===== src/rtl/lbm_pkg.sv =====
// Shared constants, types and the arctangent table for the lidar box mask unit.
package lbm_pkg;

   localparam int CORDIC_STEPS = 16;
   localparam int ATAN_ENTRIES = 24;
   localparam int NUM_STEPS    = (CORDIC_STEPS < ATAN_ENTRIES) ? CORDIC_STEPS : ATAN_ENTRIES;
   localparam int STEP_W       = (NUM_STEPS > 1) ? $clog2(NUM_STEPS) : 1;

   localparam int VEC_W = 35;
   localparam int ANG_W = 24;

   localparam logic [15:0] NO_RETURN = 16'hFFFF;
   localparam logic [15:0] GAIN_Q16  = 16'd39797;

   // Configuration register indexes
   localparam int CSR_IDX_W = 3;
   localparam logic [CSR_IDX_W-1:0] CSR_ANGLE_START = 3'd0;
   localparam logic [CSR_IDX_W-1:0] CSR_ANGLE_STEP  = 3'd1;
   localparam logic [CSR_IDX_W-1:0] CSR_BOX_X_LOW   = 3'd2;
   localparam logic [CSR_IDX_W-1:0] CSR_BOX_X_HIGH  = 3'd3;
   localparam logic [CSR_IDX_W-1:0] CSR_BOX_Y_LOW   = 3'd4;
   localparam logic [CSR_IDX_W-1:0] CSR_BOX_Y_HIGH  = 3'd5;

   typedef logic signed [VEC_W-1:0] vec_type;
   typedef logic signed [ANG_W-1:0] ang_type;

   // atan(2^-i) in units of 2^-24 turn
   function automatic ang_type atan_turn(input logic [4:0] idx);
      ang_type val;
      case (idx)
         5'd0:    val = 24'sd2097152;
         5'd1:    val = 24'sd1238021;
         5'd2:    val = 24'sd654136;
         5'd3:    val = 24'sd332050;
         5'd4:    val = 24'sd166669;
         5'd5:    val = 24'sd83416;
         5'd6:    val = 24'sd41718;
         5'd7:    val = 24'sd20860;
         5'd8:    val = 24'sd10430;
         5'd9:    val = 24'sd5215;
         5'd10:   val = 24'sd2608;
         5'd11:   val = 24'sd1304;
         5'd12:   val = 24'sd652;
         5'd13:   val = 24'sd326;
         5'd14:   val = 24'sd163;
         5'd15:   val = 24'sd81;
         5'd16:   val = 24'sd41;
         5'd17:   val = 24'sd20;
         5'd18:   val = 24'sd10;
         5'd19:   val = 24'sd5;
         5'd20:   val = 24'sd3;
         5'd21:   val = 24'sd1;
         5'd22:   val = 24'sd1;
         default: val = 24'sd0;
      endcase
      return val;
   endfunction

endpackage


===== src/rtl/lbm_req_if.sv =====
// Sample channel: one range sample with its scan start flag per transaction.
interface lbm_req_if;
   logic        valid;
   logic        ready;
   logic [15:0] range_in;
   logic        scan_start;

   modport source (output valid, output range_in, output scan_start, input ready);
   modport sink   (input valid, input range_in, input scan_start, output ready);
endinterface


===== src/rtl/lbm_rsp_if.sv =====
// Result channel: filtered range and masked flag per transaction.
interface lbm_rsp_if;
   logic        valid;
   logic        ready;
   logic [15:0] range_out;
   logic        masked;

   modport source (output valid, output range_out, output masked, input ready);
   modport sink   (input valid, input range_out, input masked, output ready);
endinterface


===== src/rtl/lidar_box_mask_unit.sv =====
// Lidar box mask unit: rotates each range sample to x/y by CORDIC and masks points in a box.
//
// Each sample is worked in order: the transaction is taken and the range scaled by
// the CORDIC gain, then the NUM_STEPS CORDIC steps run one by one through a single
// shared add/subtract-and-shift datapath, then the quadrant fold and the inclusive
// box compare, held while the output register is full. A new sample is
// taken only once the previous one has left the datapath; the finished result
// waits in an output register, so the next sample can start while it is held.
// Samples at the no-return range of 65535 pass through and are never masked.
// Configuration writes land at once and must only be made while the unit is idle.
module lidar_box_mask_unit
   import lbm_pkg::*;
(
   input  logic                 clock,
   input  logic                 reset,
   lbm_req_if.sink              req_ch,
   lbm_rsp_if.source            rsp_ch,
   input  logic                 csr_write_en,
   input  logic [CSR_IDX_W-1:0] csr_index,
   input  logic [15:0]          csr_write_data
);

   localparam logic [1:0] ST_IDLE = 2'd0;
   localparam logic [1:0] ST_ITER = 2'd1;
   localparam logic [1:0] ST_CMP  = 2'd2;

   logic [1:0]        state_ff, state_in;
   logic [STEP_W-1:0] step_ff, step_in;

   logic [15:0]        angle_start_ff, angle_step_ff;
   logic signed [15:0] box_x_low_ff, box_x_high_ff, box_y_low_ff, box_y_high_ff;
   logic [15:0]        beam_angle_ff, beam_angle_in;

   vec_type     x_ff, x_in, y_ff, y_in;
   ang_type     z_ff, z_in;
   logic [1:0]  quad_ff, quad_in;
   logic [15:0] range_ff, range_in;

   logic        rsp_valid_ff, rsp_valid_in;
   logic [15:0] rsp_range_ff, rsp_range_in;
   logic        rsp_masked_ff, rsp_masked_in;

   logic        accept;
   logic        load_rsp;
   logic [15:0] angle;
   logic [15:0] angle_round;
   logic [15:0] residual;
   logic [31:0] scaled;
   vec_type     dx, dy;
   ang_type     atan_val;
   vec_type     px, py;
   vec_type     bx_lo, bx_hi, by_lo, by_hi;
   logic        hit;

   assign req_ch.ready = (state_ff == ST_IDLE);
   assign accept       = req_ch.valid && req_ch.ready;

   // Sample angle, quadrant and residual in [-1/8, 1/8) turn
   assign angle       = req_ch.scan_start ? angle_start_ff : beam_angle_ff;
   assign angle_round = angle + 16'h2000;
   assign residual    = angle - {angle_round[15:14], 14'h0000};
   assign scaled      = req_ch.range_in * GAIN_Q16;

   // Shared CORDIC datapath
   assign dx       = y_ff >>> step_ff;
   assign dy       = x_ff >>> step_ff;
   assign atan_val = atan_turn(5'(step_ff));

   // Fold back the quadrant
   always_comb begin
      unique case (quad_ff)
         2'd0: begin
            px = x_ff;
            py = y_ff;
         end
         2'd1: begin
            px = -y_ff;
            py = x_ff;
         end
         2'd2: begin
            px = -x_ff;
            py = -y_ff;
         end
         default: begin
            px = y_ff;
            py = -x_ff;
         end
      endcase
   end

   assign bx_lo = {{3{box_x_low_ff[15]}}, box_x_low_ff, 16'h0000};
   assign bx_hi = {{3{box_x_high_ff[15]}}, box_x_high_ff, 16'h0000};
   assign by_lo = {{3{box_y_low_ff[15]}}, box_y_low_ff, 16'h0000};
   assign by_hi = {{3{box_y_high_ff[15]}}, box_y_high_ff, 16'h0000};

   assign hit = (range_ff != NO_RETURN) && (bx_lo <= px) && (px <= bx_hi)
                && (by_lo <= py) && (py <= by_hi);

   assign load_rsp = (state_ff == ST_CMP) && (!rsp_valid_ff || rsp_ch.ready);

   always_comb begin
      state_in      = state_ff;
      step_in       = step_ff;
      beam_angle_in = beam_angle_ff;
      x_in          = x_ff;
      y_in          = y_ff;
      z_in          = z_ff;
      quad_in       = quad_ff;
      range_in      = range_ff;
      unique case (state_ff)
         ST_IDLE: begin
            if (accept) begin
               beam_angle_in = angle + angle_step_ff;
               x_in          = {3'b000, scaled};
               y_in          = '0;
               z_in          = {residual, 8'h00};
               quad_in       = angle_round[15:14];
               range_in      = req_ch.range_in;
               step_in       = '0;
               state_in      = ST_ITER;
            end
         end
         ST_ITER: begin
            if (!z_ff[ANG_W-1]) begin
               x_in = x_ff - dx;
               y_in = y_ff + dy;
               z_in = z_ff - atan_val;
            end else begin
               x_in = x_ff + dx;
               y_in = y_ff - dy;
               z_in = z_ff + atan_val;
            end
            if (step_ff == STEP_W'(NUM_STEPS - 1)) begin
               state_in = ST_CMP;
            end else begin
               step_in = step_ff + 1'b1;
            end
         end
         ST_CMP: begin
            if (load_rsp) begin
               state_in = ST_IDLE;
            end
         end
         default: begin
            state_in = ST_IDLE;
         end
      endcase
   end

   // Output register: load a finished result, drop it once taken
   always_comb begin
      rsp_valid_in  = rsp_valid_ff;
      rsp_range_in  = rsp_range_ff;
      rsp_masked_in = rsp_masked_ff;
      if (load_rsp) begin
         rsp_valid_in  = 1'b1;
         rsp_range_in  = hit ? NO_RETURN : range_ff;
         rsp_masked_in = hit;
      end else if (rsp_ch.ready) begin
         rsp_valid_in = 1'b0;
      end
   end

   always_ff @(posedge clock) begin
      if (reset) begin
         state_ff       <= ST_IDLE;
         step_ff        <= '0;
         beam_angle_ff  <= '0;
         rsp_valid_ff   <= 1'b0;
         angle_start_ff <= '0;
         angle_step_ff  <= '0;
         box_x_low_ff   <= '0;
         box_x_high_ff  <= '0;
         box_y_low_ff   <= '0;
         box_y_high_ff  <= '0;
      end else begin
         state_ff      <= state_in;
         step_ff       <= step_in;
         beam_angle_ff <= beam_angle_in;
         rsp_valid_ff  <= rsp_valid_in;
         if (csr_write_en) begin
            unique case (csr_index)
               CSR_ANGLE_START: angle_start_ff <= csr_write_data;
               CSR_ANGLE_STEP:  angle_step_ff  <= csr_write_data;
               CSR_BOX_X_LOW:   box_x_low_ff   <= csr_write_data;
               CSR_BOX_X_HIGH:  box_x_high_ff  <= csr_write_data;
               CSR_BOX_Y_LOW:   box_y_low_ff   <= csr_write_data;
               CSR_BOX_Y_HIGH:  box_y_high_ff  <= csr_write_data;
               default: ;
            endcase
         end
      end
   end

   always_ff @(posedge clock) begin
      x_ff          <= x_in;
      y_ff          <= y_in;
      z_ff          <= z_in;
      quad_ff       <= quad_in;
      range_ff      <= range_in;
      rsp_range_ff  <= rsp_range_in;
      rsp_masked_ff <= rsp_masked_in;
   end

   assign rsp_ch.valid     = rsp_valid_ff;
   assign rsp_ch.range_out = rsp_range_ff;
   assign rsp_ch.masked    = rsp_masked_ff;

`ifndef SYNTHESIS
   a_busy_after_accept: assert property (@(posedge clock) disable iff (reset)
      accept |=> !req_ch.ready)
      else $error("sample taken while previous one still in datapath");

   a_step_bound: assert property (@(posedge clock) disable iff (reset)
      (state_ff == ST_ITER) |-> (step_ff <= STEP_W'(NUM_STEPS - 1)))
      else $error("CORDIC step counter out of range");

   a_masked_code: assert property (@(posedge clock) disable iff (reset)
      (rsp_ch.valid && rsp_ch.masked) |-> (rsp_ch.range_out == NO_RETURN))
      else $error("masked result without no-return code");

   a_hold_when_blocked: assert property (@(posedge clock) disable iff (reset)
      ((state_ff == ST_CMP) && rsp_valid_ff && !rsp_ch.ready) |=> (state_ff == ST_CMP))
      else $error("result lost while output register full");

   a_iter_to_cmp: assert property (@(posedge clock) disable iff (reset)
      ((state_ff == ST_ITER) && (step_ff == STEP_W'(NUM_STEPS - 1))) |=> (state_ff == ST_CMP))
      else $error("sequencer skipped the compare cycle");
`endif

endmodule


===== src/flat_wrapper.sv =====
// flat-port wrapper written by rule: the top's interface ports become plain ports
module lidar_box_mask_unit_flat import lbm_pkg::*;
  (clock, reset, csr_write_en, csr_index, csr_write_data, req_ch_valid, req_ch_range_in, req_ch_scan_start, req_ch_ready, rsp_ch_valid, rsp_ch_range_out, rsp_ch_masked, rsp_ch_ready);
  lbm_req_if req_ch_i ();
  lbm_rsp_if rsp_ch_i ();
  input  logic clock;
  input  logic reset;
  input  logic csr_write_en;
  input  logic [CSR_IDX_W-1:0] csr_index;
  input  logic [15:0] csr_write_data;
  input wire logic [$bits(req_ch_i.valid)-1:0] req_ch_valid;
  input wire logic [$bits(req_ch_i.range_in)-1:0] req_ch_range_in;
  input wire logic [$bits(req_ch_i.scan_start)-1:0] req_ch_scan_start;
  output wire logic [$bits(req_ch_i.ready)-1:0] req_ch_ready;
  output wire logic [$bits(rsp_ch_i.valid)-1:0] rsp_ch_valid;
  output wire logic [$bits(rsp_ch_i.range_out)-1:0] rsp_ch_range_out;
  output wire logic [$bits(rsp_ch_i.masked)-1:0] rsp_ch_masked;
  input wire logic [$bits(rsp_ch_i.ready)-1:0] rsp_ch_ready;
  assign req_ch_i.valid = req_ch_valid;
  assign req_ch_i.range_in = req_ch_range_in;
  assign req_ch_i.scan_start = req_ch_scan_start;
  assign req_ch_ready = req_ch_i.ready;
  assign rsp_ch_valid = rsp_ch_i.valid;
  assign rsp_ch_range_out = rsp_ch_i.range_out;
  assign rsp_ch_masked = rsp_ch_i.masked;
  assign rsp_ch_i.ready = rsp_ch_ready;
  lidar_box_mask_unit u_core (.clock(clock), .reset(reset), .req_ch(req_ch_i), .rsp_ch(rsp_ch_i), .csr_write_en(csr_write_en), .csr_index(csr_index), .csr_write_data(csr_write_data));
endmodule

===== config.mk =====
export PLATFORM = sky130hd
export DESIGN_NAME = lidar_box_mask_unit_flat
export DESIGN_NICKNAME = d
export VERILOG_FILES = /design/src/rtl/lbm_pkg.sv /design/src/rtl/lbm_req_if.sv /design/src/rtl/lbm_rsp_if.sv /design/src/rtl/lidar_box_mask_unit.sv /design/src/flat_wrapper.sv
export SDC_FILE = /design/constraint.sdc
export NUM_CORES = 2
export LEC_CHECK = 0
export ABC_AREA = 1
export BUFFER_PORTS_ARGS = -buffer_cell sky130_fd_sc_hd__clkbuf_2
export CORE_MARGIN = 4
export CORE_UTILIZATION = 59
export DETAILED_ROUTE_END_ITERATION = 8
export HOLD_SLACK_MARGIN = 0.02
export PLACE_DENSITY = 0.79
export RECOVER_POWER = 50
export SYNTH_ARGS = -nofsm -noshare
export SYNTH_HDL_FRONTEND = slang
export SYNTH_SLANG_ARGS = --single-unit

===== constraint.sdc =====
create_clock -name clock -period 4.9 [get_ports clock]
set_input_delay 0.245 -clock clock [delete_from_list [all_inputs] [get_ports clock]]
set_output_delay 0.245 -clock clock [all_outputs]
set_load 0.05 [all_outputs]

==> summary.txt <==
number of synthesized register bits: 270
Placed Instances: 5621
FFs w/ async S/R, synth: 0%
Post-synth EDFFs: 129
Leakage: 0.0176 µW
CP arrival: 5.20 ns
grt total ovfl: 0
Initial Util: 59.7%
R2R Path Start: u_core.y_ff[5]
M3 GR Usage: 4.75%
reg-to-reg slack, setup: 0.20 ns
Via Count: 33529
Routed wire per std cell: 18.8 µm
register area: 6700 µm²
ANT cells: 0
Site Rows: 84
Mapped Nets: 5152
CP Class: in -> reg
most common cell after layout, fill and taps aside: nand2_1
Synth Flop Type: dfxtp_1
Clock H-tree levels: 1
largest net degree at the start of global routing: 103
Layout Nets: 5472
first-pass GRT wire length: 164000 µm
M2 GR Usage: 59.4%
Port Buf Inserts: 59
root buf cell: clkbuf_16
DP Wirelength: 83900 µm
Fin Setup TNS: 0 ns
Die Area: 57200 µm²
HP Class: in -> reg
Worst path slowest cell: fa_1
Gate Count Post-Synth: 4685
CTS Buf Count: 31
Max-slew headroom: 31.3%
most frequent cells in the layout: 1035 x nand2_1, 568 x inv_1, 421 x nor2_1, 393 x nand3_1, 378 x o21ai_0
hold_ws: 0.0419 ns
share of cells above drive strength 1: 14.6%
DIE HEIGHT: 239 µm
Area Growth Syn to Fin: 16.6%
fin area: 36700 µm²
antenna violations before repair: 0
clk_lat worst skew: 0.60 ns
I/O pins: 60
M1 GR Usage: 46.9%
Netlist cell types: 58
final hold violation count: 0
sequential fraction of the synthesis area: 21.3%
via/cell ratio: 5.86
fin cells: 5718
max frequency: 206 MHz
clk buf depth: 3
core area: 52800 µm²
area post-placement: 34800 µm²
CTS tree: built
register clock-pin slew on the reported worst setup and hold paths: 0.07 ns
maximum vdd drop: 0.882 mV
fillers: 4613
max incr delay on CP: 0.54 ns
hold path depth: 2
Worst Clk Skew: 0.0159 ns
average cell area after synthesis: 6.72 µm²
Final min period: 4.86 ns
Max Slew Vio Count: 0
power density over the cells: 691 nW/µm²
Die Wd: 239 µm
crit path max fanout: 4
min-delay src: req_ch_range_in[4]
Worst Tran Pin Value: 1.03 ns
Sink Count: 270
initial DRC count: 2983
GR peak layer: met2
Hold EP: u_core.range_ff[4]
endpoints failing setup: 0
DR pass1 iterations: 6
Tcrit/Tclk final: 99.1%
worst-case reg-to-reg path depth: 26
Startpoint Class: input port
Reg-to-Reg End: u_core.rsp_ch.range_out[13]
gr usage total: 35.7%
Power Total: 25400 µW
routability cong.: 1.03
Post-DRT Antenna Nets: 0
Ys Warns: 0
multi-input logic area: 22400 µm²
vias in the first global route: 31297
RSZ-0062 raised after global routing: true
DRC Markers: 0
Crit. End Element: register
CP Data Required Time: 5.24 ns
max_cap viols: 0
outcome: complete, no violations
Syn Std Cell Area: 31500 µm²
Worst path most repeated cell: fa_1
final WL: 107000 µm
[cell type report]
cell class	instances	area share, %
multi-input cells	3652	61.0
flip-flops and latches	270	18.2
repair buffers	444	9.09
inverters	606	6.26
clock buffers	41	2.62
well taps	688	2.34
clock inverters	17	0.405
[power by group]
part	leakage, µW	switching [µW]	internal, µW
registers	0.00242	568	3000
clock network	0.000562	1060	1450
logic	0.0146	11200	8150
[logic make-up after synthesis]
logic type	count (synthesis)	synth area share (%)
AOI/OAI and AO/OA	964	17.0
buffers and inverters	763	9.61
and+or+nand+nor	2119	28.7
xor gates and xnor gates	143	3.98
adders and majority gates	426	19.5
DFF	270	21.3
[cell usage after synthesis (36+ instances only)]
cell type  count  area (µm²)
nor3_1        64         320
edfxtp_1     129        3870
nand2_1     1047        3930
ha_1         319        3990
inv_1        587        2200
xor2_1       103         902
clkbuf_1      76         285
o21ai_1       55         275
nand3_1      401        2010
nor2_1       444        1670
nand4_1       58         363
buf_2         47         235
o211ai_1      36         270
o21ai_0      401        2010
a21oi_1      314        1570
fa_1         107        2140
dfxtp_1      141        2820
xnor2_1       40         350
[worst max-delay path: cells and delay by family]
kind	cells	cell delay, ns
fa+ha+maj	7	3.23
simple gates	5	0.49
compound gates	3	0.41
buf+inv	10	0.81
[routing by layer]
layer / up-vias / wire length, µm
met2: 1495 / 49700
met1: 15358 / 42700
met4: 0 / 5800
met5: - / 0
met3: 310 / 9200
li1: 16366 / -
[what timing repair did]
| action | CTS | global route |
|---|---|---|
| gates resized for setup | 0 | 153 |
| endpoints found under the setup margin | 0 | 49 |
| hold buffers | 5 | 1 |
| buffers inserted | 0 | 33 |
| endpoints found under the hold margin | 9 | 1 |
[sequential cells by signal (all words and copies together) (netlist names)]
name,flops
u_core.angle_start_ff,16
u_core.angle_step_ff,16
u_core.atan_val,22
u_core.beam_angle_ff,16
u_core.box_x_high_ff,16
u_core.box_x_low_ff,16
u_core.box_y_high_ff,16
u_core.box_y_low_ff,16
u_core.quad_ff,2
u_core.range_ff,16
u_core.rsp_ch.masked,1
u_core.rsp_ch.range_out,16
u_core.rsp_ch.valid,1
u_core.state_ff,2
u_core.step_ff,4
u_core.x_ff,35
u_core.y_ff,35
u_core.z_ff,24
[per-stage QoR]
| stage | util, % | worst slack [ns] |
|---|---|---|
| final | 69.6 | 0.0424 |
| after floorplan | - | -0.136 |
| after detailed placement | 66.0 | -0.506 |
| after CTS | 68.2 | 0.0193 |
| after global routing | 69.6 | -0.166 |
| after global placement | 66.0 | -0.428 |
[how the worst max path moves through the flow]
stage          slack (ns)         endpoint          startpoint  depth (start not counted)
3_5_place_dp        -0.51  u_core.x_ff[30]  req_ch_range_in[8]                         26
2_1_floorplan       -0.14  u_core.x_ff[30]  req_ch_range_in[8]                         26
3_3_place_gp        -0.43  u_core.x_ff[30]  req_ch_range_in[8]                         26
4_1_cts              0.02  u_core.x_ff[19]   u_core.step_ff[0]                         26
6_report             0.04  u_core.x_ff[31]  req_ch_range_in[8]                         25
5_1_grt             -0.17  u_core.x_ff[30]  req_ch_range_in[8]                         26
No activity file was read; power rests on OpenSTA's default activity.
